==> src/design/rau_pkg.sv <==
// Package of the rational arithmetic unit: sizes, codes, state and ALU types.
`default_nettype none
package rau_pkg;

  localparam int WORD_BITS = 64;
  localparam int WIDE_BITS = 2 * WORD_BITS;
  localparam int DEN_BITS  = 63;
  localparam int MUL_STEPS = 64;
  localparam int DIV_STEPS = WIDE_BITS;
  localparam int POW_BITS  = 16;
  localparam logic [63:0] NUM_MAX = (64'd1 << (WORD_BITS - 1)) - 64'd1;

  typedef enum logic [3:0] {
    FN_ADD, FN_SUB, FN_MUL, FN_DIV, FN_NEG, FN_POW,
    FN_EQ, FN_NE, FN_LT, FN_LE, FN_GT, FN_GE
  } func_t;

  typedef enum logic [1:0] {
    ST_OK, ST_OVERFLOW, ST_DIV_ZERO
  } status_t;

  typedef enum logic {
    ALU_ADD, ALU_SUB
  } alu_op_t;

  typedef struct packed {
    logic carry;  // carry out; for a subtract, set when there is no borrow
    logic zero;
  } alu_flags_t;

  typedef enum logic [4:0] {
    S_IDLE, S_LOAD, S_MSTART, S_MUL, S_MDONE, S_ADD, S_ADD2, S_CMP,
    S_FIN, S_GSH, S_GA, S_GB, S_GC1, S_GC2, S_GK, S_DIV, S_DDONE,
    S_RANGE, S_PSTEP, S_PEND, S_EMIT
  } state_t;

endpackage
`default_nettype wire

==> src/design/rau_addsub.sv <==
// Shared wide adder/subtractor with carry and zero flags.
`default_nettype none
module rau_addsub import rau_pkg::*; (
  input  logic [WIDE_BITS-1:0] a,
  input  logic [WIDE_BITS-1:0] b,
  input  alu_op_t              op,
  output logic [WIDE_BITS-1:0] sum,
  output alu_flags_t           flags
);

  logic [WIDE_BITS:0]   full;
  logic [WIDE_BITS-1:0] b_in;

  assign b_in = (op == ALU_SUB) ? ~b : b;
  assign full = {1'b0, a} + {1'b0, b_in} + {{WIDE_BITS{1'b0}}, (op == ALU_SUB)};
  assign sum  = full[WIDE_BITS-1:0];
  assign flags.carry = full[WIDE_BITS];
  assign flags.zero  = (full[WIDE_BITS-1:0] == '0);

endmodule
`default_nettype wire

==> src/design/rational_arithmetic_unit.sv <==
// Top level of the rational arithmetic unit: sequencer and datapath.
// Exact arithmetic on two fractions a = a_num/a_den and b = b_num/b_den.
// Input channel in_*: one request per accepted beat. in_tuser carries func
// (add, sub, mul, div, neg, pow, eq, ne, lt, le, gt, ge); in_tdata carries
// a_num, a_den, b_num, b_den. For pow the low 16 bits of b_num are the
// exponent. Result channel out_*: one result per request, res_num/res_den
// reduced by the gcd with a positive denominator, compare_true for the
// comparisons, and status (ok, overflow, division by zero) in out_tuser.
// All work runs through one 128-bit adder/subtractor: products are formed
// shift-and-add, the gcd is binary (one shift, compare or subtract a cycle),
// and the reduction divides bit by bit. Unused codes and zero denominators
// go straight to the result; comparisons form two products, mul and div two
// and add and sub three before the gcd reduction, neg is reduced directly,
// and the gcd takes as long as the data needs; pow reduces its base, then
// runs 16 rounds of two to four products, squaring the base in each round.
// in_tready is high only while the sequencer is idle; one request at a time.
// The result register parts the two sides: a new request is taken while the
// previous result still waits, and a finished result holds in a staging
// register until the output register is free. Reset (rst_n low at a clock
// edge) drops any request in flight and empties the output register.
`default_nettype none
module rational_arithmetic_unit import rau_pkg::*; (
  input  logic         clk,
  input  logic         rst_n,
  input  logic         in_tvalid,
  output logic         in_tready,
  input  logic [255:0] in_tdata,   // a_num[63:0], a_den[126:64], b_num[190:127],
                                   // b_den[253:191], zero pad[255:254]
  input  logic [3:0]   in_tuser,   // func[3:0]
  output logic         out_tvalid,
  input  logic         out_tready,
  output logic [127:0] out_tdata,  // res_num[63:0], res_den[126:64], compare_true[127]
  output logic [1:0]   out_tuser   // status[1:0]
);

  // Control state
  state_t state_r, state_nxt;
  logic   out_valid_r, out_valid_nxt;

  // Captured request
  logic [3:0]          f_r, f_nxt;
  logic [63:0]         an_r, an_nxt, bn_r, bn_nxt;
  logic [DEN_BITS-1:0] ad_r, ad_nxt, bd_r, bd_nxt;

  // Working registers
  logic [WIDE_BITS-1:0] xa_r, xa_nxt, xb_r, xb_nxt, xc_r, xc_nxt;
  logic [WIDE_BITS-1:0] acc_r, acc_nxt, mc_r, mc_nxt;
  logic [63:0]          mp_r, mp_nxt;
  logic [WIDE_BITS-1:0] ga_r, ga_nxt, gb_r, gb_nxt;
  logic [WIDE_BITS-1:0] dv_r, dv_nxt, rm_r, rm_nxt;
  logic [6:0]           cnt_r, cnt_nxt, k_r, k_nxt;
  logic [1:0]           ph_r, ph_nxt;
  logic                 dph_r, dph_nxt, neg_r, neg_nxt;
  logic [3:0]           pi_r, pi_nxt;
  logic [63:0]          prn_r, prn_nxt, prd_r, prd_nxt, pbn_r, pbn_nxt, pbd_r, pbd_nxt;

  // Staged and presented result
  logic [63:0]          em_num_r, em_num_nxt, out_num_r, out_num_nxt;
  logic [DEN_BITS-1:0]  em_den_r, em_den_nxt, out_den_r, out_den_nxt;
  logic                 em_cmp_r, em_cmp_nxt, out_cmp_r, out_cmp_nxt;
  status_t              em_st_r, em_st_nxt, out_st_r, out_st_nxt;

  // Shared unit
  logic [WIDE_BITS-1:0] alu_a, alu_b, alu_sum;
  alu_op_t              alu_op;
  alu_flags_t           alu_flags;

  // Derived values
  logic                 sa, sb, uses_b, s2;
  logic [63:0]          ma, mb, ad64, bd64, mul_x, mul_y, plim, capped, cap_lim;
  logic [POW_BITS-1:0]  expo;
  logic [WIDE_BITS-1:0] rm_sh;
  logic                 ln, rneg, c_lt, c_gt, c_eq, t_cmp, ovf;

  rau_addsub u_alu (
    .a     (alu_a),
    .b     (alu_b),
    .op    (alu_op),
    .sum   (alu_sum),
    .flags (alu_flags)
  );

  assign sa     = an_r[63];
  assign sb     = bn_r[63];
  assign ma     = sa ? (64'd0 - an_r) : an_r;
  assign mb     = sb ? (64'd0 - bn_r) : bn_r;
  assign ad64   = {1'b0, ad_r};
  assign bd64   = {1'b0, bd_r};
  assign uses_b = (f_r != FN_NEG) && (f_r != FN_POW);
  assign s2     = (f_r == FN_SUB) ? ~sb : sb;
  assign expo   = bn_r[POW_BITS-1:0];
  assign plim   = neg_r ? (NUM_MAX + 64'd1) : NUM_MAX;
  assign rm_sh  = {rm_r[WIDE_BITS-2:0], dv_r[WIDE_BITS-1]};

  // Operand selection for the shift-add multiplier.
  always_comb begin
    mul_x = ma;
    mul_y = bd64;
    if (f_r == FN_POW) begin
      unique case (ph_r)
        2'd0: begin mul_x = prn_r; mul_y = pbn_r; end
        2'd1: begin mul_x = prd_r; mul_y = pbd_r; end
        2'd2: begin mul_x = pbn_r; mul_y = pbn_r; end
        2'd3: begin mul_x = pbd_r; mul_y = pbd_r; end
      endcase
    end else begin
      unique case (ph_r)
        2'd0: begin
          mul_x = ma;
          mul_y = (f_r == FN_MUL) ? mb : bd64;
        end
        2'd1: begin
          priority if (f_r == FN_MUL) begin
            mul_x = ad64; mul_y = bd64;
          end else if (f_r == FN_DIV) begin
            mul_x = ad64; mul_y = mb;
          end else begin
            mul_x = mb; mul_y = ad64;
          end
        end
        2'd2, 2'd3: begin mul_x = ad64; mul_y = bd64; end
      endcase
    end
  end

  // Saturate a power-step product above its limit.
  assign cap_lim = ph_r[0] ? NUM_MAX : plim;
  assign capped  = ((acc_r[WIDE_BITS-1:64] != '0) || (acc_r[63:0] > cap_lim)) ?
                   '1 : acc_r[63:0];

  // Range check of the reduced fraction.
  assign ovf = (xa_r[WIDE_BITS-1:64] != '0) || (xb_r[WIDE_BITS-1:64] != '0) ||
               (xa_r[63:0] > plim) || (xb_r[63:0] > NUM_MAX);

  // Signed compare from the magnitude compare l - r.
  always_comb begin
    ln   = sa && (xa_r != '0);
    rneg = sb && (xc_r != '0);
    priority if (ln != rneg) begin
      c_lt = ln; c_gt = ~ln; c_eq = 1'b0;
    end else if (ln) begin
      c_lt = alu_flags.carry && !alu_flags.zero;
      c_gt = !alu_flags.carry;
      c_eq = alu_flags.zero;
    end else begin
      c_lt = !alu_flags.carry;
      c_gt = alu_flags.carry && !alu_flags.zero;
      c_eq = alu_flags.zero;
    end
    unique case (f_r)
      FN_EQ:   t_cmp = c_eq;
      FN_NE:   t_cmp = !c_eq;
      FN_LT:   t_cmp = c_lt;
      FN_LE:   t_cmp = c_lt || c_eq;
      FN_GT:   t_cmp = c_gt;
      default: t_cmp = c_gt || c_eq;
    endcase
  end

  // Sequencer: next state, shared-unit control and datapath updates.
  always_comb begin
    state_nxt     = state_r;
    out_valid_nxt = out_valid_r && !out_tready;
    f_nxt = f_r; an_nxt = an_r; ad_nxt = ad_r; bn_nxt = bn_r; bd_nxt = bd_r;
    xa_nxt = xa_r; xb_nxt = xb_r; xc_nxt = xc_r;
    acc_nxt = acc_r; mc_nxt = mc_r; mp_nxt = mp_r;
    ga_nxt = ga_r; gb_nxt = gb_r; dv_nxt = dv_r; rm_nxt = rm_r;
    cnt_nxt = cnt_r; k_nxt = k_r; ph_nxt = ph_r; dph_nxt = dph_r; neg_nxt = neg_r;
    pi_nxt = pi_r; prn_nxt = prn_r; prd_nxt = prd_r; pbn_nxt = pbn_r; pbd_nxt = pbd_r;
    em_num_nxt = em_num_r; em_den_nxt = em_den_r; em_cmp_nxt = em_cmp_r;
    em_st_nxt = em_st_r;
    out_num_nxt = out_num_r; out_den_nxt = out_den_r; out_cmp_nxt = out_cmp_r;
    out_st_nxt = out_st_r;
    alu_a  = '0;
    alu_b  = '0;
    alu_op = ALU_ADD;

    unique case (state_r)
      S_IDLE: begin
        if (in_tvalid) begin
          f_nxt  = in_tuser;
          an_nxt = in_tdata[63:0];
          ad_nxt = in_tdata[126:64];
          bn_nxt = in_tdata[190:127];
          bd_nxt = in_tdata[253:191];
          state_nxt = S_LOAD;
        end
      end

      S_LOAD: begin
        em_num_nxt = '0;
        em_den_nxt = DEN_BITS'(1);
        em_cmp_nxt = 1'b0;
        em_st_nxt  = ST_OK;
        priority if (f_r > FN_GE) begin
          state_nxt = S_EMIT;
        end else if ((ad_r == '0) || (uses_b && (bd_r == '0))) begin
          em_st_nxt = ST_DIV_ZERO;
          state_nxt = S_EMIT;
        end else if ((f_r == FN_DIV) && (mb == '0)) begin
          em_st_nxt = ST_DIV_ZERO;
          state_nxt = S_EMIT;
        end else if (f_r == FN_NEG) begin
          xa_nxt    = {64'd0, ma};
          xb_nxt    = {64'd0, ad64};
          neg_nxt   = ~sa;
          state_nxt = S_FIN;
        end else if (f_r == FN_POW) begin
          if (ma == '0) begin
            em_num_nxt = (expo == '0) ? 64'd1 : 64'd0;
            state_nxt  = S_EMIT;
          end else begin
            xa_nxt    = {64'd0, ma};
            xb_nxt    = {64'd0, ad64};
            state_nxt = S_FIN;
          end
        end else begin
          ph_nxt    = 2'd0;
          state_nxt = S_MSTART;
        end
      end

      S_MSTART: begin
        acc_nxt   = '0;
        mc_nxt    = {64'd0, mul_x};
        mp_nxt    = mul_y;
        cnt_nxt   = '0;
        state_nxt = S_MUL;
      end

      S_MUL: begin
        alu_a = acc_r;
        alu_b = mc_r;
        if (mp_r[0]) acc_nxt = alu_sum;
        mc_nxt  = {mc_r[WIDE_BITS-2:0], 1'b0};
        mp_nxt  = {1'b0, mp_r[63:1]};
        cnt_nxt = cnt_r + 7'd1;
        if (cnt_r == 7'(MUL_STEPS - 1)) state_nxt = S_MDONE;
      end

      S_MDONE: begin
        if (f_r == FN_POW) begin
          unique case (ph_r)
            2'd0: prn_nxt = capped;
            2'd1: prd_nxt = capped;
            2'd2: pbn_nxt = capped;
            2'd3: pbd_nxt = capped;
          endcase
          ph_nxt    = ph_r + 2'd1;
          state_nxt = S_PSTEP;
          if (ph_r == 2'd3) begin
            pi_nxt = pi_r + 4'd1;
            if (pi_r == 4'(POW_BITS - 1)) state_nxt = S_PEND;
          end
        end else begin
          unique case (ph_r)
            2'd0: xa_nxt = acc_r;
            2'd1: begin
              if ((f_r == FN_MUL) || (f_r == FN_DIV)) xb_nxt = acc_r;
              else xc_nxt = acc_r;
            end
            2'd2, 2'd3: xb_nxt = acc_r;
          endcase
          ph_nxt    = ph_r + 2'd1;
          state_nxt = S_MSTART;
          priority if (((f_r == FN_ADD) || (f_r == FN_SUB)) && (ph_r == 2'd2)) begin
            state_nxt = S_ADD;
          end else if ((f_r >= FN_EQ) && (ph_r == 2'd1)) begin
            state_nxt = S_CMP;
          end else if (((f_r == FN_MUL) || (f_r == FN_DIV)) && (ph_r == 2'd1)) begin
            neg_nxt   = sa ^ sb;
            state_nxt = S_FIN;
          end else begin
          end
        end
      end

      S_ADD: begin
        alu_a  = xa_r;
        alu_b  = xc_r;
        alu_op = (sa == s2) ? ALU_ADD : ALU_SUB;
        neg_nxt = sa;
        if ((sa == s2) || alu_flags.carry) begin
          xa_nxt    = alu_sum;
          state_nxt = S_FIN;
        end else begin
          state_nxt = S_ADD2;
        end
      end

      S_ADD2: begin
        alu_a     = xc_r;
        alu_b     = xa_r;
        alu_op    = ALU_SUB;
        xa_nxt    = alu_sum;
        neg_nxt   = s2;
        state_nxt = S_FIN;
      end

      S_CMP: begin
        alu_a      = xa_r;
        alu_b      = xc_r;
        alu_op     = ALU_SUB;
        em_num_nxt = '0;
        em_den_nxt = DEN_BITS'(1);
        em_cmp_nxt = t_cmp;
        em_st_nxt  = ST_OK;
        state_nxt  = S_EMIT;
      end

      S_FIN: begin
        if (xa_r == '0) begin
          em_num_nxt = '0;
          em_den_nxt = DEN_BITS'(1);
          em_cmp_nxt = 1'b0;
          em_st_nxt  = ST_OK;
          state_nxt  = S_EMIT;
        end else begin
          ga_nxt    = xa_r;
          gb_nxt    = xb_r;
          k_nxt     = '0;
          state_nxt = S_GSH;
        end
      end

      // Strip common factors of two.
      S_GSH: begin
        if (ga_r[0] || gb_r[0]) begin
          state_nxt = S_GA;
        end else begin
          ga_nxt = {1'b0, ga_r[WIDE_BITS-1:1]};
          gb_nxt = {1'b0, gb_r[WIDE_BITS-1:1]};
          k_nxt  = k_r + 7'd1;
        end
      end

      S_GA: begin
        if (ga_r[0]) state_nxt = S_GB;
        else ga_nxt = {1'b0, ga_r[WIDE_BITS-1:1]};
      end

      S_GB: begin
        if (gb_r[0]) state_nxt = S_GC1;
        else gb_nxt = {1'b0, gb_r[WIDE_BITS-1:1]};
      end

      // Keep the smaller value in ga.
      S_GC1: begin
        alu_a  = gb_r;
        alu_b  = ga_r;
        alu_op = ALU_SUB;
        if (!alu_flags.carry) begin
          ga_nxt = gb_r;
          gb_nxt = ga_r;
        end
        state_nxt = S_GC2;
      end

      S_GC2: begin
        alu_a     = gb_r;
        alu_b     = ga_r;
        alu_op    = ALU_SUB;
        gb_nxt    = alu_sum;
        state_nxt = alu_flags.zero ? S_GK : S_GB;
      end

      // Restore the common power of two, then divide both terms by the gcd.
      S_GK: begin
        if (k_r == '0) begin
          dv_nxt    = xa_r;
          rm_nxt    = '0;
          cnt_nxt   = '0;
          dph_nxt   = 1'b0;
          state_nxt = S_DIV;
        end else begin
          ga_nxt = {ga_r[WIDE_BITS-2:0], 1'b0};
          k_nxt  = k_r - 7'd1;
        end
      end

      S_DIV: begin
        alu_a   = rm_sh;
        alu_b   = ga_r;
        alu_op  = ALU_SUB;
        rm_nxt  = alu_flags.carry ? alu_sum : rm_sh;
        dv_nxt  = {dv_r[WIDE_BITS-2:0], alu_flags.carry};
        cnt_nxt = cnt_r + 7'd1;
        if (cnt_r == 7'(DIV_STEPS - 1)) state_nxt = S_DDONE;
      end

      S_DDONE: begin
        if (!dph_r) begin
          xa_nxt    = dv_r;
          dv_nxt    = xb_r;
          rm_nxt    = '0;
          cnt_nxt   = '0;
          dph_nxt   = 1'b1;
          state_nxt = S_DIV;
        end else begin
          xb_nxt = dv_r;
          if (f_r == FN_POW) begin
            pbn_nxt   = xa_r[63:0];
            pbd_nxt   = dv_r[63:0];
            prn_nxt   = 64'd1;
            prd_nxt   = 64'd1;
            pi_nxt    = '0;
            ph_nxt    = 2'd0;
            neg_nxt   = sa && expo[0];
            state_nxt = S_PSTEP;
          end else begin
            state_nxt = S_RANGE;
          end
        end
      end

      S_RANGE: begin
        em_cmp_nxt = 1'b0;
        if (ovf) begin
          em_num_nxt = '0;
          em_den_nxt = DEN_BITS'(1);
          em_st_nxt  = ST_OVERFLOW;
        end else begin
          em_num_nxt = neg_r ? (64'd0 - xa_r[63:0]) : xa_r[63:0];
          em_den_nxt = xb_r[DEN_BITS-1:0];
          em_st_nxt  = ST_OK;
        end
        state_nxt = S_EMIT;
      end

      // Skip the multiply into the result when this exponent bit is clear.
      S_PSTEP: begin
        if ((ph_r == 2'd0) && !expo[pi_r]) ph_nxt = 2'd2;
        else state_nxt = S_MSTART;
      end

      S_PEND: begin
        em_cmp_nxt = 1'b0;
        if ((prn_r > plim) || (prd_r > NUM_MAX)) begin
          em_num_nxt = '0;
          em_den_nxt = DEN_BITS'(1);
          em_st_nxt  = ST_OVERFLOW;
        end else begin
          em_num_nxt = neg_r ? (64'd0 - prn_r) : prn_r;
          em_den_nxt = prd_r[DEN_BITS-1:0];
          em_st_nxt  = ST_OK;
        end
        state_nxt = S_EMIT;
      end

      // Hold the result until the output register is free.
      S_EMIT: begin
        if (!out_valid_r || out_tready) begin
          out_num_nxt   = em_num_r;
          out_den_nxt   = em_den_r;
          out_cmp_nxt   = em_cmp_r;
          out_st_nxt    = em_st_r;
          out_valid_nxt = 1'b1;
          state_nxt     = S_IDLE;
        end
      end

      default: state_nxt = S_IDLE;
    endcase
  end

  always_ff @(posedge clk) begin
    if (!rst_n) begin
      state_r     <= S_IDLE;
      out_valid_r <= 1'b0;
    end else begin
      state_r     <= state_nxt;
      out_valid_r <= out_valid_nxt;
    end
  end

  always_ff @(posedge clk) begin
    f_r <= f_nxt; an_r <= an_nxt; ad_r <= ad_nxt; bn_r <= bn_nxt; bd_r <= bd_nxt;
    xa_r <= xa_nxt; xb_r <= xb_nxt; xc_r <= xc_nxt;
    acc_r <= acc_nxt; mc_r <= mc_nxt; mp_r <= mp_nxt;
    ga_r <= ga_nxt; gb_r <= gb_nxt; dv_r <= dv_nxt; rm_r <= rm_nxt;
    cnt_r <= cnt_nxt; k_r <= k_nxt; ph_r <= ph_nxt; dph_r <= dph_nxt; neg_r <= neg_nxt;
    pi_r <= pi_nxt; prn_r <= prn_nxt; prd_r <= prd_nxt; pbn_r <= pbn_nxt;
    pbd_r <= pbd_nxt;
    em_num_r <= em_num_nxt; em_den_r <= em_den_nxt; em_cmp_r <= em_cmp_nxt;
    em_st_r <= em_st_nxt;
    out_num_r <= out_num_nxt; out_den_r <= out_den_nxt; out_cmp_r <= out_cmp_nxt;
    out_st_r <= out_st_nxt;
  end

  assign in_tready  = (state_r == S_IDLE);
  assign out_tvalid = out_valid_r;
  assign out_tdata  = {out_cmp_r, out_den_r, out_num_r};
  assign out_tuser  = out_st_r;

endmodule
`default_nettype wire

==> config.mk <==
export PLATFORM = sky130hd
export DESIGN_NAME = rational_arithmetic_unit
export DESIGN_NICKNAME = d
export VERILOG_FILES = /design/src/design/rau_pkg.sv /design/src/design/rau_addsub.sv /design/src/design/rational_arithmetic_unit.sv
export SDC_FILE = /design/constraint.sdc
export NUM_CORES = 2
export LEC_CHECK = 0
export ABC_AREA = 1
export BUFFER_PORTS_ARGS = -buffer_cell sky130_fd_sc_hd__buf_2
export CAP_MARGIN = 20
export CORE_MARGIN = 2
export CORE_UTILIZATION = 25
export DETAILED_ROUTE_END_ITERATION = 7
export PLACE_DENSITY = 0.43
export SETUP_SLACK_MARGIN = 0.5
export SLEW_MARGIN = 25
export SYNTH_ARGS = -nofsm -noshare
export SYNTH_HDL_FRONTEND = slang
export SYNTH_SLANG_ARGS = --single-unit
==> constraint.sdc <==
create_clock -name clk -period 16.6 [get_ports clk]
set_clock_uncertainty 0.15 [all_clocks]
set_input_delay 2.49 -clock clk [delete_from_list [all_inputs] [get_ports clk]]
set_output_delay 2.49 -clock clk [all_outputs]
set_load 0.02 [all_outputs]
## After elaboration in Yosys (flattened, before gate mapping)

Cells that the tools add are included.

| word-level totals | value |
|---|---|
| input port bits | 264 |
| word-level logic and storage cells | 421 |
| output and inout bits | 132 |
| register bits | 2017 |

| cells by class | value |
|---|---|
| bitwise operators | 7 |
| reduce and logical (&&, ||, !) cells | 97 |
| equality and inequality tests | 81 |
| multiplexer cells | 180 |
| $add $sub $neg | 11 |
| $lt $le $gt $ge | 8 |

Operators by type and width:

| operator | number |
|---|---|
| 2-to-1 mux 128 bit | 31 |
| one-hot mux 128 bit (5 select lines) | 4 |
| 2-to-1 mux 64 bit | 31 |
| one-hot mux 128 bit (2 select lines) | 3 |
| one-hot mux 128 bit (3 select lines) | 2 |
| one-hot mux 64 bit (2 select lines) | 6 |
| one-hot mux 128 bit (4 select lines) | 1 |
| one-hot mux 64 bit (3 select lines) | 2 |
| 2-to-1 mux 127 bit | 3 |
| one-hot mux 127 bit (3 select lines) | 1 |
| one-hot mux 64 bit (5 select lines) | 1 |
| logical NOT 128 bit | 2 |
| one-hot mux 64 bit (4 select lines) | 1 |
| nonzero test 128 bit | 2 |
| subtractor 1 x 64 -> 64 bit (first input constant) | 4 |
| one-hot mux 63 bit (4 select lines) | 1 |
| > comparator 64 bit | 3 |
| nonzero test 64 bit | 3 |
| 2-to-1 mux 63 bit | 3 |
| adder 128 x 128 -> 129 bit | 1 |
| adder 129 x 1 -> 129 bit | 1 |
| > comparator 64 x 63 -> 1 bit (second input constant) | 2 |
| logical NOT 64 bit | 2 |
| inverter 128 bit | 1 |
| other kinds (68) | 273 |

## Longest topological paths before layout

| depth | value |
|---|---|
| depth in word-level cells | 16 |
| depth in mapped cells | 45 |
| gate-level depth less buffers | 42 |

## Cells and area by module

A second synthesis with hierarchy kept.

| second synthesis, totals | value |
|---|---|
| cells, all modules | 14911 |
| area total of the unflattened synthesis | 124475.6 um^2 |

Modules (own cells, without submodules):

| module | instances | area an instance (um^2) | cells each |
|---|---|---|---|
| rational_arithmetic_unit | 1 | 109409.9 | 11736 |
| rau_addsub | 1 | 15065.7 | 3175 |

## Worst setup path before layout

No wires, ideal clock.

| timing | value |
|---|---|
| kind | input port to flip-flop |
| start | input in_tvalid |
| end | register ad_r[0], enable pin |
| setup slack | 2.452 ns |
| data required time | 15.568 ns |
| path buffers | 0 |
| setup time | 0.882 ns |
| arrival time | 13.115 ns |
| stages | 2 |
| cell sequence | inv_1 > nor2_1 |

| on the way | value |
|---|---|
| cells in the longest elaborated chain, start to end | 1 |

Ends and longest elaborated chain:

| item | line | text |
|---|---|---|
| start, declared | rational_arithmetic_unit.sv:25 | `input logic in_tvalid,` |
| AND reduction 2 bit (no line) | n/a |  |
| end signal, assigned | rational_arithmetic_unit.sv:477 | `f_r <= f_nxt; an_r <= an_nxt; ad_r <= ad_nxt; bn_r <= bn_nxt; bd_r <= bd_nxt;` |
| end, declared | rational_arithmetic_unit.sv:43 | `logic [DEN_BITS-1:0] ad_r, ad_nxt, bd_r, bd_nxt;` |

Every way passes these cells.
A chain may end at the register's enable or synchronous reset.

## Final worst setup path

| timing | value |
|---|---|
| start | register state_r[2] |
| end | register rm_r[55] (data pin) |

| on the way | value |
|---|---|
| cells in the longest elaborated chain, start to end | 9 |
| elaborated cells on any way between the ends | 22 |
| classes of those cells | 2 x add/sub; 9 x eq/ne; 6 x mux; 1 x bitwise; 4 x reduce/logical |

Ends and longest elaborated chain:

| item | line | text |
|---|---|---|
| start, declared | rational_arithmetic_unit.sv:37 | `state_t state_r, state_nxt;` |
| start signal, assigned | rational_arithmetic_unit.sv:471 | `state_r <= state_nxt;` |
| equality test 5 x 4 -> 1 bit or equality test 5 x 3 -> 1 bit (tied branches) | rational_arithmetic_unit.sv:178 | `unique case (state_r)` |
| OR reduction 3 bit (no line) or OR reduction 2 bit (tied branches) | n/a |  |
| one-hot mux 128 bit (4 select lines) | rational_arithmetic_unit.sv:178 |  |
| inverter 128 bit | rau_addsub.sv:14 | `assign b_in = (op == ALU_SUB) ? ~b : b;` |
| 2-to-1 mux 128 bit | rau_addsub.sv:14 |  |
| adder 128 x 128 -> 129 bit | rau_addsub.sv:15 | `assign full = {1'b0, a} + {1'b0, b_in} + {{WIDE_BITS{1'b0}}, (op == ALU_SUB)};` |
| adder 129 x 1 -> 129 bit | rau_addsub.sv:15 |  |
| 2-to-1 mux 127 bit | rational_arithmetic_unit.sv:385 | `rm_nxt = alu_flags.carry ? alu_sum : rm_sh;` |
| one-hot mux 127 bit (3 select lines) * | rational_arithmetic_unit.sv:178 |  |
| end signal, assigned | rational_arithmetic_unit.sv:480 | `ga_r <= ga_nxt; gb_r <= gb_nxt; dv_r <= dv_nxt; rm_r <= rm_nxt;` |
| end, declared | rational_arithmetic_unit.sv:50 | `logic [WIDE_BITS-1:0] dv_r, dv_nxt, rm_r, rm_nxt;` |

Every way passes the cells marked *; elsewhere a longest branch is shown, timed or not.

==> run_results.csv <==
group,metric,value,unit
run_status,status,"complete, no violations",
worst_setup_path,crit_type,"register to register",
clock_network,cts_sinks,2017,
synth,avgSynthCellArea,8.66,um2
timing,rsz0062_at_grt,"no",
power,cellPowerDensity,170,mW/mm2
synth,synthCells,14004,
min_path,hp-class,"register to register",
clock_network,cts_buffer_depth,4,
final_layout,drive_above_1_share,8.51,%
floorplanning,pin_count,396,
worst_setup_path,ff2ff_path_depth,34,
final_layout,fin_cells,20931,
timing,finalSetupTns,0,ns
synth,post-synth-top-count-cell,"nand2_1",
timing,relSlewSlack,13.6,%
final_layout,area_growth,15.8,%
routing,drtIter0Drc,16126,
placed_design,hpwlAfterDp,524000,um
global_routing,groute.usage.overall,27.1,%
power,p_leak,0.0544,uW
worst_setup_path,cpPeakStageDelay,0.78,ns
timing,max_freq,99.8,MHz
routing,vias,116637,
clock_network,cts-buffers-inserted,262,
worst_setup_path,r2r_slack,6.58,ns
synth,synth_top_area_share,49.8,%
floorplanning,start_util,25.1,%
floorplanning,design.core.area,0.483,mm2
job,maxCapViolCount,0,
worst_setup_path,endpoint,"rm_r[55]",
global_routing,grt_pass1_vias,109159,
routing,drc_errors,0,
synth,synth_common_cells,"nand2_1, inv_1, edfxtp_1",
placed_design,place.gp.congestion,1.00,
global_routing,grt_pass1_wl,929000,um
worst_setup_path,cp-start-kind,"register",
timing,final-setup-viol-count,0,
floorplanning,row_count,255,
clock_network,htree_levels,5,
routing,first_pass_iters,8,
synth,synth-edff-count,2011,
clock_network,cts.clk_slew.worst_paths,0.09,ns
placed_design,postPlaceCellArea,0.132,mm2
floorplanning,die_h,700,um
clock_network,cts_resized,0,
worst_setup_path,r2r-start,"state_r[2]",
synth,syn_area,0.121,mm2
worst_setup_path,critPathArrivalTime,10.53,ns
synth,ys.flop_type,"edfxtp_1",
worst_setup_path,critPathMaxFanout,50,
clock_network,clock_latency,1.04,ns
synth,ys_types,69,
floorplanning,die_x,700,um
synth,ys_seq_elements,2017,
clock_network,post_cts_buffers,0,
floorplanning,fp.dieArea,0.491,mm2
timing,layout_min_cycle_time,10.02,ns
worst_setup_path,cp-end-kind,"register",
global_routing,gr-total-overflow,0,
placed_design,io_buffers,393,
routing,final_antenna_net_count,0,
synth,synth.area.top_cells,"edfxtp_1, nand2_1, inv_1",
final_layout,design_area,0.140,mm2
global_routing,antenna_found_initial,118,
worst_setup_path,cpMaxStageDelayCell,"buf_4",
worst_setup_path,r2r_end,"rm_r[55]",
worst_setup_path,crit_required,17.11,ns
final_layout,final_nets,14875,
final_layout,final_util,29.1,%
timing,finalMaxSlewViolations,0,
final_layout,nFillCells,51938,
synth,synthArstFlopShare,0,%
clock_network,cts_tree,"done",
synth,synth_top_area_cell,"edfxtp_1",
timing,min_period_over_period,60.4,%
timing,hold_viol_final,0,
clock_network,cts_root_buf,"clkbuf_16",
worst_setup_path,crit_start,"state_r[2]",
power,peakVddDrop,0.000164,V
timing,tightest_slew,1.30,ns
synth,syn_nets,14606,
timing,whs,0.259,ns
routing,via_per_inst,5.57,
global_routing,grt_max_degree,143,
routing,drt_wl_total,690000,um
routing,wl_per_cell,33.0,um
clock_network,cts_hold_buf,0,
placed_design,dpl.cell_count,20433,
synth,yosysSeqAreaShare,49.9,%
synth,yosysWarnings,0,
worst_setup_path,crit_top_cell,"nand2_1",
==> cell type report <==
| cell class | count | area [um2] | area share, % |
|---|---|---|---|
| diodes | 49 | 123 | 0.0873 |
| clock buffers | 319 | 6840 | 4.87 |
| clock inverters | 129 | 1450 | 1.03 |
| inverters | 2068 | 7850 | 5.59 |
| multi-input cells | 9240 | 51200 | 36.5 |
| flip-flops and latches | 2017 | 60500 | 43.1 |
| well taps | 6425 | 8040 | 5.73 |
| repair buffers | 684 | 4330 | 3.08 |
==> cells by family after synthesis <==
group	after synthesis	synth area share [%]
AOI/OAI and AO/OA	3712	19.1
xor gates and xnor gates	363	2.65
adders and majority gates	338	3.50
buffers and inverters	2747	8.51
DFF	2017	49.9
and+or+nand+nor	4827	16.4
==> per-stage QoR <==
step	power [uW]	worst slack [ns]
after global routing	24600	6.40
after global placement	17800	7.02
final	23900	6.58
after floorplan	13200	2.45
after CTS	23600	6.83
after detailed placement	17900	7.01
==> layout by cell type, fill, tap and decap left out, drive strengths merged, types with 256 or more instances in the layout <==
cell	instances
nand2	2753
inv	2075
edfxtp	2011
o21ai	1301
nor2	1236
a21oi	751
buf	684
o22ai	353
ha	336
clkbuf	319
nand3	284
xor2	281
o221ai	256
==> metal layers <==
| metal | up-vias | wire length (um) | GRT usage, % |
|---|---|---|---|
| met5 | - | 957 | 0.127 |
| met4 | 76 | 39900 | 13.3 |
| met3 | 1335 | 70600 | 6.69 |
| met2 | 6801 | 292000 | 40.4 |
| met1 | 58492 | 287000 | 36.3 |
| li1 | 49933 | - | - |
==> flip-flops by register name, indices dropped and copies added, names as in the netlist, 127 cells and up <==
register and count:
acc_r 128, dv_r 128, ga_r 128, gb_r 128
mc_r 128, xa_r 128, xb_r 128, xc_r 128
rm_r 127
==> critical path, delay by kind of cell, from the launching register on <==
kind | cells | cell delay, ns
buffers and inverters | 13 | 4.39
and+or+nand+nor | 17 | 3.08
AOI/OAI and AO/OA | 2 | 0.57
DFF | 1 | 0.54
adders and majority gates | 1 | 0.39
xor gates and xnor gates | 1 | 0.19
==> where the power goes <==
part	switching, uW	internal (uW)	leakage, uW
logic	7370	2200	0.0316
registers	1050	7510	0.0188
clock network	2530	3230	0.00399
total	10900	12900	0.0544
==> worst min path at each step <==
stage,depth (start not counted),slack [ns],endpoint,start
detailed placement,0,0.25,out_num_r[17],em_num_r[17]
finish,0,0.26,xc_r[122],acc_r[122]
global route,0,0.27,out_num_r[33],em_num_r[33]
CTS,0,0.25,out_num_r[38],em_num_r[38]
global placement,0,0.25,out_den_r[52],em_den_r[52]
floorplan,0,0.25,out_cmp_r,em_cmp_r
Note: power is estimated with default switching activity, not from simulation.
